### src/hdl/bvm_pkg.sv
// shared types, constants and register codes of the battery voltage monitor
package bvm_pkg;

    localparam int SAMPLES_PER_ITEM = 4;
    localparam int ADC_BITS         = 12;
    localparam int ADC_SUM_W        = ADC_BITS + $clog2(SAMPLES_PER_ITEM);
    localparam int SCALE_W          = 20;
    localparam int PRODUCT_W        = ADC_SUM_W + SCALE_W;
    localparam int FRAC_BITS        = 16;
    localparam int MV_W             = 16;
    localparam int TIME_W           = 32;
    localparam int SUM_W            = 48;
    localparam int COUNT_W          = 32;
    localparam int CFG_INDEX_W      = 3;
    localparam int CFG_DATA_W       = 32;

    localparam logic [MV_W-1:0]      MV_MAX         = '1;
    localparam logic [MV_W-1:0]      MV_DISCONNECT  = MV_W'(1000);
    localparam logic [MV_W-1:0]      MV_FULL_MARGIN = MV_W'(200);
    localparam logic [SUM_W-1:0]     SUM_LIMIT      = '1;
    localparam logic [COUNT_W-1:0]   COUNT_LIMIT    = '1;

    localparam logic [SCALE_W-1:0]   MV_SCALE_RESET    = SCALE_W'(26409);
    localparam logic [MV_W-1:0]      CRITICAL_MV_RESET = MV_W'(3300);
    localparam logic [MV_W-1:0]      WARN_MV_RESET     = MV_W'(3500);
    localparam logic [MV_W-1:0]      FULL_MV_RESET     = MV_W'(4200);
    localparam logic [TIME_W-1:0]    INTERVAL_US_RESET = TIME_W'(100000);

    typedef enum logic [CFG_INDEX_W-1:0] {
        REG_MV_SCALE    = 3'd0,
        REG_CRITICAL_MV = 3'd1,
        REG_WARN_MV     = 3'd2,
        REG_FULL_MV     = 3'd3,
        REG_INTERVAL_US = 3'd4
    } cfg_reg_e;

    typedef enum logic [2:0] {
        HEALTH_DISCONNECTED = 3'd0,
        HEALTH_CRITICAL     = 3'd1,
        HEALTH_WARNING      = 3'd2,
        HEALTH_NOMINAL      = 3'd3,
        HEALTH_FULL         = 3'd4
    } health_e;

    typedef struct packed {
        logic [TIME_W-1:0]   time_us;
        logic                tracking;
        logic [ADC_BITS-1:0] sample_0;
        logic [ADC_BITS-1:0] sample_1;
        logic [ADC_BITS-1:0] sample_2;
        logic [ADC_BITS-1:0] sample_3;
    } in_item_t;

    typedef struct packed {
        logic [MV_W-1:0]    voltage_mv;
        logic [2:0]         health;
        logic               sampled;
        logic [MV_W-1:0]    min_mv;
        logic [MV_W-1:0]    max_mv;
        logic [SUM_W-1:0]   sum_mv;
        logic [COUNT_W-1:0] sample_count;
    } out_item_t;

    typedef struct packed {
        logic [TIME_W-1:0] time_us;
        logic              tracking;
        logic [MV_W-1:0]   voltage_mv;
    } meas_t;

    typedef struct packed {
        logic [MV_W-1:0]   critical_mv;
        logic [MV_W-1:0]   warn_mv;
        logic [MV_W-1:0]   full_mv;
        logic [TIME_W-1:0] interval_us;
    } thresh_t;

endpackage

### src/hdl/bvm_scale.sv
// two pipeline stages: adc sum, then scaling to saturated millivolts
module bvm_scale import bvm_pkg::*;
(
    input  logic              clk,
    input  logic              rst_n,
    input  logic              up_valid,
    output logic              up_ready,
    input  in_item_t          up_item,
    input  logic [SCALE_W-1:0] mv_scale,
    output logic              down_valid,
    input  logic              down_ready,
    output meas_t             down_item
);

    logic                 s1_valid_reg;
    logic [ADC_SUM_W-1:0] s1_sum_reg;
    logic [TIME_W-1:0]    s1_time_reg;
    logic                 s1_tracking_reg;
    logic                 s2_valid_reg;
    meas_t                s2_item_reg;

    logic                 s1_ready;
    logic                 s2_ready;
    logic [ADC_SUM_W-1:0] sum_next;
    logic [PRODUCT_W-1:0] product;
    logic [MV_W-1:0]      mv_next;

    assign s2_ready = !s2_valid_reg || down_ready;
    assign s1_ready = !s1_valid_reg || s2_ready;
    assign up_ready = s1_ready;

    assign sum_next = ADC_SUM_W'(up_item.sample_0) + ADC_SUM_W'(up_item.sample_1)
                    + ADC_SUM_W'(up_item.sample_2) + ADC_SUM_W'(up_item.sample_3);

    assign product = PRODUCT_W'(s1_sum_reg) * PRODUCT_W'(mv_scale);

    always_comb
    begin
        if (|product[PRODUCT_W-1:FRAC_BITS+MV_W])
        begin
            mv_next = MV_MAX;
        end
        else
        begin
            mv_next = product[FRAC_BITS+MV_W-1:FRAC_BITS];
        end
    end

    always_ff @(posedge clk or negedge rst_n)
    begin
        if (!rst_n)
        begin
            s1_valid_reg <= 1'b0;
            s2_valid_reg <= 1'b0;
        end
        else
        begin
            if (s1_ready)
            begin
                s1_valid_reg <= up_valid;
            end
            if (s2_ready)
            begin
                s2_valid_reg <= s1_valid_reg;
            end
        end
    end

    always_ff @(posedge clk)
    begin
        if (up_valid && s1_ready)
        begin
            s1_sum_reg      <= sum_next;
            s1_time_reg     <= up_item.time_us;
            s1_tracking_reg <= up_item.tracking;
        end
        if (s1_valid_reg && s2_ready)
        begin
            s2_item_reg.time_us    <= s1_time_reg;
            s2_item_reg.tracking   <= s1_tracking_reg;
            s2_item_reg.voltage_mv <= mv_next;
        end
    end

    assign down_valid = s2_valid_reg;
    assign down_item  = s2_item_reg;

endmodule

### config.mk
export PLATFORM = sky130hd
export DESIGN_NAME = bvm_scale
export DESIGN_NICKNAME = d
export VERILOG_FILES = /design/src/hdl/bvm_pkg.sv /design/src/hdl/bvm_scale.sv
export SDC_FILE = /design/constraint.sdc
export NUM_CORES = 1
export LEC_CHECK = 0
export ABC_CLOCK_PERIOD_IN_PS = 8500
export BUFFER_PORTS_ARGS = -buffer_cell sky130_fd_sc_hd__buf_4
export CORE_MARGIN = 4
export CORE_UTILIZATION = 61
export CTS_CLUSTER_SIZE = 10
export DETAILED_ROUTE_END_ITERATION = 7
export HOLD_SLACK_MARGIN = 0.15
export PLACE_DENSITY = 0.94
export SYNTH_ARGS = -nofsm -noshare
export SYNTH_HDL_FRONTEND = slang
export SYNTH_SLANG_ARGS = --single-unit
### constraint.sdc
create_clock -name clk -period 8.5 [get_ports clk]
set_clock_uncertainty 0.1 [all_clocks]
set_input_delay 1.275 -clock clk [delete_from_list [all_inputs] [get_ports clk]]
set_output_delay 1.275 -clock clk [all_outputs]
set_load 0.05 [all_outputs]
==> run metrics <==
Post CTS Setup Buffer Count 0; initial antenna violation count 0; initial core utilization 0.623; Remaining Overflow, GRT 0; share of layout cells above drive strength 1 0.135; R2R Path Start s1_sum_reg[5]; Min-Delay Endpoint down_item[18]; CTS tree yes; Hold WC Path Type register to register; R2R Setup Slk 1490 ps; post-synthesis cell count 1197; die footprint 23200 um^2; DRT iter0 DRCs 805; die span in x 152 um; via density per instance 5.70; distinct cell type count after synthesis 53; largest net degree at the start of global routing 50; Max-Slew Margin vs Limit 0.255; Max Slew Vio Count 0; post-cts resize count 0; CP required 8610 ps; Post-route DRC 0; first-pass GRT wire length 49600 um; hold buffers post-CTS 0; Setup WS pre-CTS 976 ps; Die H 152 um; Detailed Route WL 29800 um; Vias 9032; HPWL Detailed 23400 um; max FFs per register 49; final hold vios 0; Synth top area share 0.372; 1st-pass router iterations 7; Hold Crit Depth 0; Ys Warns 0; Worst R2R End down_item[15]; asr flop ratio synth 0.0204; TNS Setup 0 ps; Least-Margin Pin Slew 1120 ps; core area 20400 um^2; top post-synthesis cells by area fa_1 37%, edfxtp_1 23%, ha_1 11%, and2_1 6.3%, inv_1 6.3%; Synth Flop Type edfxtp_1; cts bufs inserted 9; Clock Tree Buf Depth 2; Final WS setup 1330 ps; Layout Area Growth over Synthesis 12.5%; clock sinks 98; post-synth net total 1647; H-tree depth 3; #FFs+latches synth 98; wire per inst 18.8 um; Hold Crit Start s1_time_reg[1]; GR Util All Layers 0.265; fmax 139 MHz; crit path kind primary input to register; Worst setup EP type register; Worst-path clk slew 80 ps; final period utilization 0.844; Final Util 0.701; Startpoint Class primary input; antenna-violating nets left 0; Syn Area/Cell 10.6 um^2; num ports 156; final-stage net count 1759; maxcap violations 0; n_diodes 0; unrepaired setup endpoints after global routing no; dominant cell type by area after synthesis fa_1; CTS Root Cell clkbuf_16; Syn Std Cell Area 12700 um^2; Critical Path AT 7280 ps; post-synthesis sequential area ratio 0.231; EDFF count, synth 96; Cell Rows 52; Clk Latency, worst-skew pair 350 ps; gpl congestion 0.952; r2r worst-path depth 17; Setup-failing EPs final 0; vias in the first global route 10400; Min Clock Period, post-route 7170 ps; crit-path max FO 14; outcome finished, final reports clean; IO Port Bufs 155
-- layer usage --
| metal | up-vias | global-route usage | wire length (um) |
|---|---|---|---|
| li1 | 3944 | - | - |
| met1 | 4516 | 0.304 | 10100 |
| met2 | 445 | 0.485 | 16200 |
| met3 | 127 | 0.0426 | 2140 |
| met4 | 0 | 0.122 | 1370 |
| met5 | - | 0 | 0 |
-- cell usage after synthesis, types with 3 or more instances --
master      n
clkbuf_1   52
xor2_1     11
a21boi_1    3
nor3_1      7
inv_1     212
and3_1      4
edfxtp_1   96
a31oi_1     5
a21o_1     15
nand3_1     6
a21oi_1    21
fa_1      236
nor2_1     13
a211oi_1    5
xnor2_1    15
nand2b_1    6
nand4_1     8
nand2_1   182
or3_1       3
o21ai_1    10
o21ai_0     8
o21bai_1    4
and2_1    128
ha_1      109
-- placed cells by master (no fill, tap or decap), drive strengths merged, types with 9 or more instances in the layout --
cell,synthesis,final
nor2,13,13
clkbuf,52,9
xor2,11,11
fa,236,236
xnor2,15,15
edfxtp,96,96
nand2,182,182
ha,109,109
inv,213,214
buf,3,156
a21oi,21,21
o21ai,18,18
and2,128,128
a21o,15,15
-- area by class of cell --
type                       count  area, um^2
multi-input combinational    831        8750
fill                        1384        6080
sequential                    98        2930
timing repair buffer         156        1170
inverter                     213         800
tap                          270         338
clock buffer                   9         225
clock inverter                 7        65.1
-- stage by stage --
step	std cells	area (um^2)	hold WS (ps)
final	1584	14300	304
after global routing	1584	14300	310
after CTS	1584	14300	305
after detailed placement	1568	14000	305
after global placement	1568	14000	300
after floorplan	1197	12700	300
-- worst max-delay path, cell delays in order --
cell and delay (ps):
buf_4 170, and2_1 190, fa_1 550, inv_1 50, fa_1 480, inv_1 50, fa_1 480, fa_1 470
fa_1 510, inv_1 50, fa_1 370, inv_1 90, ha_1 310, a21o_1 210, a211o_1 320, or3_1 340
a211oi_2 230, nor3_1 150, a311oi_2 380, or4b_1 480, nand3_1 100
-- logic make-up (layout without fill, tap and decap cells) --
logic type / after synthesis / in the layout / share of synthesized area
AO/OA/AOI/OAI: 89 / 89 / 0.0469
AND/OR/NAND/NOR: 370 / 370 / 0.144
flip-flops: 98 / 98 / 0.231
buffers and inverters: 268 / 385 / 0.0799
adder cells (fa/ha/maj): 345 / 345 / 0.480
XOR/XNOR: 26 / 26 / 0.0179
multiplexers: 1 / 1 / 0.000789
-- worst max-delay path by stage --
stage	start	slack, ps	depth (start not counted)	endpoint
6_report	mv_scale[15]	1330	21	down_item[15]
2_1_floorplan	mv_scale[17]	1400	19	down_item[15]
3_3_place_gp	mv_scale[7]	1180	21	down_item[14]
4_1_cts	mv_scale[15]	1340	21	down_item[15]
5_1_grt	mv_scale[7]	980	20	down_item[14]
3_5_place_dp	mv_scale[5]	980	21	down_item[14]
Power is left out: the tool's default activity adds up to more than one toggle a clock period on the data nets, which glitch-free logic cannot reach.
