==> src/hdl/bvm_pkg.sv <==
// shared types, constants and register codes of the battery voltage monitor
package bvm_pkg;

    localparam int SAMPLES_PER_ITEM = 4;
    localparam int ADC_BITS         = 12;
    localparam int ADC_SUM_W        = ADC_BITS + $clog2(SAMPLES_PER_ITEM);
    localparam int SCALE_W          = 20;
    localparam int PRODUCT_W        = ADC_SUM_W + SCALE_W;
    localparam int FRAC_BITS        = 16;
    localparam int MV_W             = 16;
    localparam int TIME_W           = 32;
    localparam int SUM_W            = 48;
    localparam int COUNT_W          = 32;
    localparam int CFG_INDEX_W      = 3;
    localparam int CFG_DATA_W       = 32;

    localparam logic [MV_W-1:0]      MV_MAX         = '1;
    localparam logic [MV_W-1:0]      MV_DISCONNECT  = MV_W'(1000);
    localparam logic [MV_W-1:0]      MV_FULL_MARGIN = MV_W'(200);
    localparam logic [SUM_W-1:0]     SUM_LIMIT      = '1;
    localparam logic [COUNT_W-1:0]   COUNT_LIMIT    = '1;

    localparam logic [SCALE_W-1:0]   MV_SCALE_RESET    = SCALE_W'(26409);
    localparam logic [MV_W-1:0]      CRITICAL_MV_RESET = MV_W'(3300);
    localparam logic [MV_W-1:0]      WARN_MV_RESET     = MV_W'(3500);
    localparam logic [MV_W-1:0]      FULL_MV_RESET     = MV_W'(4200);
    localparam logic [TIME_W-1:0]    INTERVAL_US_RESET = TIME_W'(100000);

    typedef enum logic [CFG_INDEX_W-1:0] {
        REG_MV_SCALE    = 3'd0,
        REG_CRITICAL_MV = 3'd1,
        REG_WARN_MV     = 3'd2,
        REG_FULL_MV     = 3'd3,
        REG_INTERVAL_US = 3'd4
    } cfg_reg_e;

    typedef enum logic [2:0] {
        HEALTH_DISCONNECTED = 3'd0,
        HEALTH_CRITICAL     = 3'd1,
        HEALTH_WARNING      = 3'd2,
        HEALTH_NOMINAL      = 3'd3,
        HEALTH_FULL         = 3'd4
    } health_e;

    typedef struct packed {
        logic [TIME_W-1:0]   time_us;
        logic                tracking;
        logic [ADC_BITS-1:0] sample_0;
        logic [ADC_BITS-1:0] sample_1;
        logic [ADC_BITS-1:0] sample_2;
        logic [ADC_BITS-1:0] sample_3;
    } in_item_t;

    typedef struct packed {
        logic [MV_W-1:0]    voltage_mv;
        logic [2:0]         health;
        logic               sampled;
        logic [MV_W-1:0]    min_mv;
        logic [MV_W-1:0]    max_mv;
        logic [SUM_W-1:0]   sum_mv;
        logic [COUNT_W-1:0] sample_count;
    } out_item_t;

    typedef struct packed {
        logic [TIME_W-1:0] time_us;
        logic              tracking;
        logic [MV_W-1:0]   voltage_mv;
    } meas_t;

    typedef struct packed {
        logic [MV_W-1:0]   critical_mv;
        logic [MV_W-1:0]   warn_mv;
        logic [MV_W-1:0]   full_mv;
        logic [TIME_W-1:0] interval_us;
    } thresh_t;

endpackage

==> src/hdl/bvm_stats.sv <==
// health grading, interval statistics and the result register
module bvm_stats import bvm_pkg::*;
(
    input  logic      clk,
    input  logic      rst_n,
    input  logic      up_valid,
    output logic      up_ready,
    input  meas_t     up_item,
    input  thresh_t   thresh,
    output logic      out_valid,
    input  logic      out_ready,
    output out_item_t out_item
);

    logic               tracking_before_reg;
    logic [MV_W-1:0]    lowest_reg;
    logic [MV_W-1:0]    highest_reg;
    logic [SUM_W-1:0]   total_reg;
    logic [COUNT_W-1:0] count_reg;
    logic [TIME_W-1:0]  last_take_reg;
    logic               out_valid_reg;
    out_item_t          out_item_reg;

    logic               advance;
    logic               rise;
    logic               take;
    logic [TIME_W-1:0]  elapsed;
    logic [MV_W-1:0]    nominal_top;
    health_e            health;
    logic [SUM_W:0]     total_sum;
    logic [MV_W-1:0]    lowest_next;
    logic [MV_W-1:0]    highest_next;
    logic [SUM_W-1:0]   total_next;
    logic [COUNT_W-1:0] count_next;
    logic [TIME_W-1:0]  last_take_next;

    assign up_ready = !out_valid_reg || out_ready;
    assign advance  = up_valid && up_ready;

    assign rise      = up_item.tracking && !tracking_before_reg;
    assign elapsed   = up_item.time_us - last_take_reg;
    assign take      = up_item.tracking && !rise && (elapsed >= thresh.interval_us);
    assign total_sum = {1'b0, total_reg} + (SUM_W+1)'(up_item.voltage_mv);

    assign nominal_top = (thresh.full_mv >= MV_FULL_MARGIN) ?
                         (thresh.full_mv - MV_FULL_MARGIN) : '0;

    always_comb
    begin
        priority if (up_item.voltage_mv < MV_DISCONNECT)
        begin
            health = HEALTH_DISCONNECTED;
        end
        else if (up_item.voltage_mv < thresh.critical_mv)
        begin
            health = HEALTH_CRITICAL;
        end
        else if (up_item.voltage_mv < thresh.warn_mv)
        begin
            health = HEALTH_WARNING;
        end
        else if (up_item.voltage_mv < nominal_top)
        begin
            health = HEALTH_NOMINAL;
        end
        else
        begin
            health = HEALTH_FULL;
        end
    end

    always_comb
    begin
        lowest_next    = lowest_reg;
        highest_next   = highest_reg;
        total_next     = total_reg;
        count_next     = count_reg;
        last_take_next = last_take_reg;
        if (rise)
        begin
            lowest_next    = MV_MAX;
            highest_next   = '0;
            total_next     = '0;
            count_next     = '0;
            last_take_next = up_item.time_us;
        end
        else if (take)
        begin
            last_take_next = up_item.time_us;
            if (up_item.voltage_mv < lowest_reg)
            begin
                lowest_next = up_item.voltage_mv;
            end
            if (up_item.voltage_mv > highest_reg)
            begin
                highest_next = up_item.voltage_mv;
            end
            total_next = total_sum[SUM_W] ? SUM_LIMIT : total_sum[SUM_W-1:0];
            if (count_reg != COUNT_LIMIT)
            begin
                count_next = count_reg + COUNT_W'(1);
            end
        end
    end

    always_ff @(posedge clk or negedge rst_n)
    begin
        if (!rst_n)
        begin
            tracking_before_reg <= 1'b0;
            lowest_reg          <= MV_MAX;
            highest_reg         <= '0;
            total_reg           <= '0;
            count_reg           <= '0;
            last_take_reg       <= '0;
            out_valid_reg       <= 1'b0;
        end
        else
        begin
            if (up_ready)
            begin
                out_valid_reg <= up_valid;
            end
            if (advance)
            begin
                tracking_before_reg <= up_item.tracking;
                lowest_reg          <= lowest_next;
                highest_reg         <= highest_next;
                total_reg           <= total_next;
                count_reg           <= count_next;
                last_take_reg       <= last_take_next;
            end
        end
    end

    always_ff @(posedge clk)
    begin
        if (advance)
        begin
            out_item_reg.voltage_mv   <= up_item.voltage_mv;
            out_item_reg.health       <= health;
            out_item_reg.sampled      <= take;
            out_item_reg.min_mv       <= lowest_next;
            out_item_reg.max_mv       <= highest_next;
            out_item_reg.sum_mv       <= total_next;
            out_item_reg.sample_count <= count_next;
        end
    end

    assign out_valid = out_valid_reg;
    assign out_item  = out_item_reg;

endmodule

==> config.mk <==
export PLATFORM = sky130hd
export DESIGN_NAME = bvm_stats
export DESIGN_NICKNAME = d
export VERILOG_FILES = /design/src/hdl/bvm_pkg.sv /design/src/hdl/bvm_stats.sv
export SDC_FILE = /design/constraint.sdc
export NUM_CORES = 1
export LEC_CHECK = 0
export BUFFER_PORTS_ARGS = -buffer_cell sky130_fd_sc_hd__buf_2
export CORE_ASPECT_RATIO = 1.5
export CORE_MARGIN = 2
export CORE_UTILIZATION = 40
export CTS_CLUSTER_DIAMETER = 60
export DETAILED_ROUTE_END_ITERATION = 8
export GPL_TIMING_DRIVEN = 1
export SYNTH_ARGS = -nofsm -noshare
export SYNTH_HDL_FRONTEND = slang
export SYNTH_SLANG_ARGS = --single-unit
==> constraint.sdc <==
create_clock -name clk -period 12.6 [get_ports clk]
set_input_delay 0.63 -clock clk [delete_from_list [all_inputs] [get_ports clk]]
set_output_delay 0.63 -clock clk [all_outputs]
set_load 0.01 [all_outputs]
==> PnR_summary.wiki <==
{| class="wikitable"
! Metric !! Value
|-
| Total core area || 44700 µm²
|-
| Clock tree from TritonCTS || yes
|-
| Number of hold violations in the final report || 0
|-
| Number of pins exceeding their max-slew limit in the final report || 0
|-
| Total internal power || 2.27 mW
|-
| Normalized max-slew margin || 18.7%
|-
| Detailed-route vias per instance || 5.61
|-
| Number of stages on the worst setup path || 21
|-
| Actual slew at the worst max-slew pin || 1210 ps
|-
| Highest layer used for signal routing || met4
|-
| Clock sink count || 278
|-
| Antenna violations before repair || 5
|-
| Total Nets Final || 2385
|-
| Number of maximum-capacitance constraint violations || 0
|-
| Worst skew pair latency || 590 ps
|-
| Detailed-route DRC error count || 0
|-
| CP cell instances || ha_1, inv_1, fa_1, a21o_1, a21oi_1, nor4_1, nor3_1, nor4b_1, o211ai_1, and4_1, or3_1, ha_1, nand4_1, or3_1, o21ai_0, a32o_1, a21oi_2, buf_4, or4b_1, a21oi_1, o22a_1
|-
| Maximum resistive drop on vdd || 111 µV
|-
| Initial drt markers || 952
|-
| EDFF count, synth || 132
|-
| Mean instance size in the synthesized netlist || 9.68 µm²
|-
| Share of the yosys chip area belonging to registers || 42.4%
|-
| Number of input and output port buffers inserted || 266
|-
| Gp weighted congestion || 0.903
|-
| Worst hold slack || 111 ps
|-
| Sw Ratio || 37.0%
|-
| Crit Path Max Fanout || 20
|-
| Static leakage power || 9.39 nW
|-
| Floorplan row count || 95
|-
| Largest area contributor in the netlist || edfxtp_1
|-
| Number of vias in the routed layout || 15151
|-
| Number of distinct standard cells referenced by the synthesized netlist || 82
|-
| Type of element launching the critical path || register
|-
| Worst hold-check path type || primary input to async pin
|-
| Unrepaired setup endpoints after global routing || false
|-
| DRT Wirelength || 49.6 mm
|-
| Primary FF master, synth || edfxtp_1
|-
| Crit path time final || 6920 ps
|-
| Warnings from Yosys || 0
|-
| Cell at the root of the clock tree || clkbuf_16
|-
| Number of placed instances, taps included || 2644
|-
| Final period utilization || 54.9%
|-
| Portion of total power attributed to the clock network || 23.7%
|-
| Number of flip-flops in the largest register || 132
|-
| Fraction of post-synthesis cell area in the top cell type by area || 22.0%
|-
| Sum Neg Setup Slack || 0 ps
|-
| Initial cell density of the core || 40.3%
|-
| Setup repair bufs after CTS || 0
|-
| CP max-delay cell || a21oi_1
|-
| Kind of cell adding the most delay to the critical path || simple AND/OR/NAND/NOR gates
|-
| Count of instances resized after the clock tree is built || 0
|-
| Critical path type || register to register
|-
| HPWL after detailed placement || 34.8 mm
|-
| Net count after synthesis || 2155
|-
| Commonest cells in the netlist || inv_1 (172), ha_1 (157), edfxtp_1 (132)
|-
| Fin worst setup slack || 5680 ps
|-
| Number of top-level pins || 267
|-
| Total global routing overflow || 0
|-
| R2R cell count || 21
|-
| Sequential share of power || 34.3%
|-
| Outcome || finished, final reports clean
|-
| Remaining antenna violation count || 0
|-
| Overall Power || 3.60 mW
|-
| Non-filler cells, final || 2703
|-
| Power share of the combinational group || 42.1%
|-
| Maximum frequency from static timing analysis || 145 MHz
|-
| All-layer global routing usage || 21.1%
|-
| Met2 routed wirelength || 25.0 mm
|-
| Async SR Flop Fraction || 52.5%
|-
| H-tree depth reported by CTS || 1
|-
| Cell types occupying the most area after synthesis || edfxtp_1 (22%), dfrtp_1 (18%), ha_1 (11%)
|-
| Total routed wire length on the met1 layer || 20.1 mm
|-
| Maximum number of pins on one net before global-route repair || 83
|-
| Arrival time reported for the critical path endpoint || 7430 ps
|-
| Cell area after synthesis || 18000 µm²
|-
| Wire length of the first global-routing pass || 79.8 mm
|-
| Critical Path End Type || register
|-
| Clock-pin slew reported for the worst setup and hold paths after clock tree synthesis || 70 ps
|-
| CP Data Required Time || 13110 ps
|-
| Width of the die || 177 µm
|-
| Filler cell count || 4376
|-
| Router iterations before antenna repair || 5
|-
| Power Dens Cells || 172 nW/µm²
|-
| CP bufs+invs || 2
|-
| Yosys reg bits || 278
|-
| Hold buffers post-CTS || 0
|-
| Routed WL per cell || 18.3 µm
|-
| Total met3 wirelength after detailed routing || 2.59 mm
|-
| Layout Area Growth over Synthesis || 15.7%
|-
| Die H || 264 µm
|-
| Final count of negative-setup-slack endpoints || 0
|-
| Vias in the first global route || 15601
|-
| R2r setup slk || 5680 ps
|-
| Top-count cell post-synth || inv_1
|-
| Post-synthesis cell count || 1863
|-
| Share of cells above drive strength 1 || 19.5%
|-
| DIE AREA || 46800 µm²
|-
| Layout Skew || 23.7 ps
|-
| Worst setup slack after placement || 5370 ps
|-
| Net switching power || 1.33 mW
|-
| TritonCTS buffer count || 29
|-
| Slowest cell delay on critical path || 1110 ps
|-
| Maximum root-to-sink buffer count || 3
|}
## placed cells by master (no fill, tap or decap), types with 20 or more instances in the layout
master / n
buf_2: 265
inv_1: 171
ha_1: 157
edfxtp_1: 132
dfrtp_1: 130
a21oi_1: 129
nand2_1: 127
nor2_1: 119
o21ai_0: 81
nor3_1: 53
a21o_1: 45
xnor2_1: 44
nand3_1: 42
mux2_2: 42
nand4_1: 41
mux2i_1: 36
clkbuf_16: 29
xor2_1: 28
a31oi_1: 24
or3_1: 21
and3_1: 20
## kinds of logic (layout without fill, tap and decap cells)
family	count (synthesis)	after routing	share of synthesized area, %
xor gates and xnor gates	72	72	3.50
muxes	78	78	4.62
DFF	278	278	42.4
adders and majority gates	159	159	11.1
other	0	5	0
and+or+nand+nor	542	542	15.2
AOI/OAI and AO/OA	478	478	17.7
buffers and inverters	256	509	5.51
## power by group through the flow
stage | logic, mW | clock network, mW | registers, mW
2_1_floorplan | 1.11 | 0 | 1.24
3_3_place_gp | 1.47 | 0 | 1.24
3_5_place_dp | 1.51 | 0 | 1.25
4_1_cts | 1.52 | 0.875 | 1.23
5_1_grt | 1.72 | 0.908 | 1.25
6_report | 1.51 | 0.851 | 1.23
## area by class of cell
type | count | area [µm²] | area share [%]
Antenna cell | 5 | 12.5 | 0.0600
Clock buffer | 33 | 741 | 3.55
Inverter | 173 | 654 | 3.14
Sequential cell | 278 | 7640 | 36.6
Timing Repair Buffer | 282 | 1460 | 6.99
Multi-Input combinational cell | 1329 | 9450 | 45.3
Tap cell | 582 | 728 | 3.49
Clock inverter | 21 | 180 | 0.864
## final timing paths
| path | from | to |
|---|---|---|
| worst max register to register | last_take_reg[0] | lowest_reg[1] |
| worst min register to register | last_take_reg[0] | last_take_reg[0] |
| worst max-delay path | last_take_reg[0] | lowest_reg[1] |
| min in group clk | up_valid | out_valid |
| worst min-delay path | rst_n | last_take_reg[13] |
| max in group asynchronous | rst_n | last_take_reg[18] |
## layer usage
metal,up-vias,global-route usage [%]
met2,428,37.9
met1,7276,24.8
met3,115,3.05
met4,0,8.97
met5,-,0
li1,7332,-
## metrics by stage
step                      cell area (µm²)  utilization, %
after floorplan                     18000               -
after global placement              19900            44.6
after detailed placement            19900            44.6
after CTS                           20800            46.6
after global routing                20900            46.7
final                               20900            46.7
No activity file was read; power rests on OpenSTA's default activity.
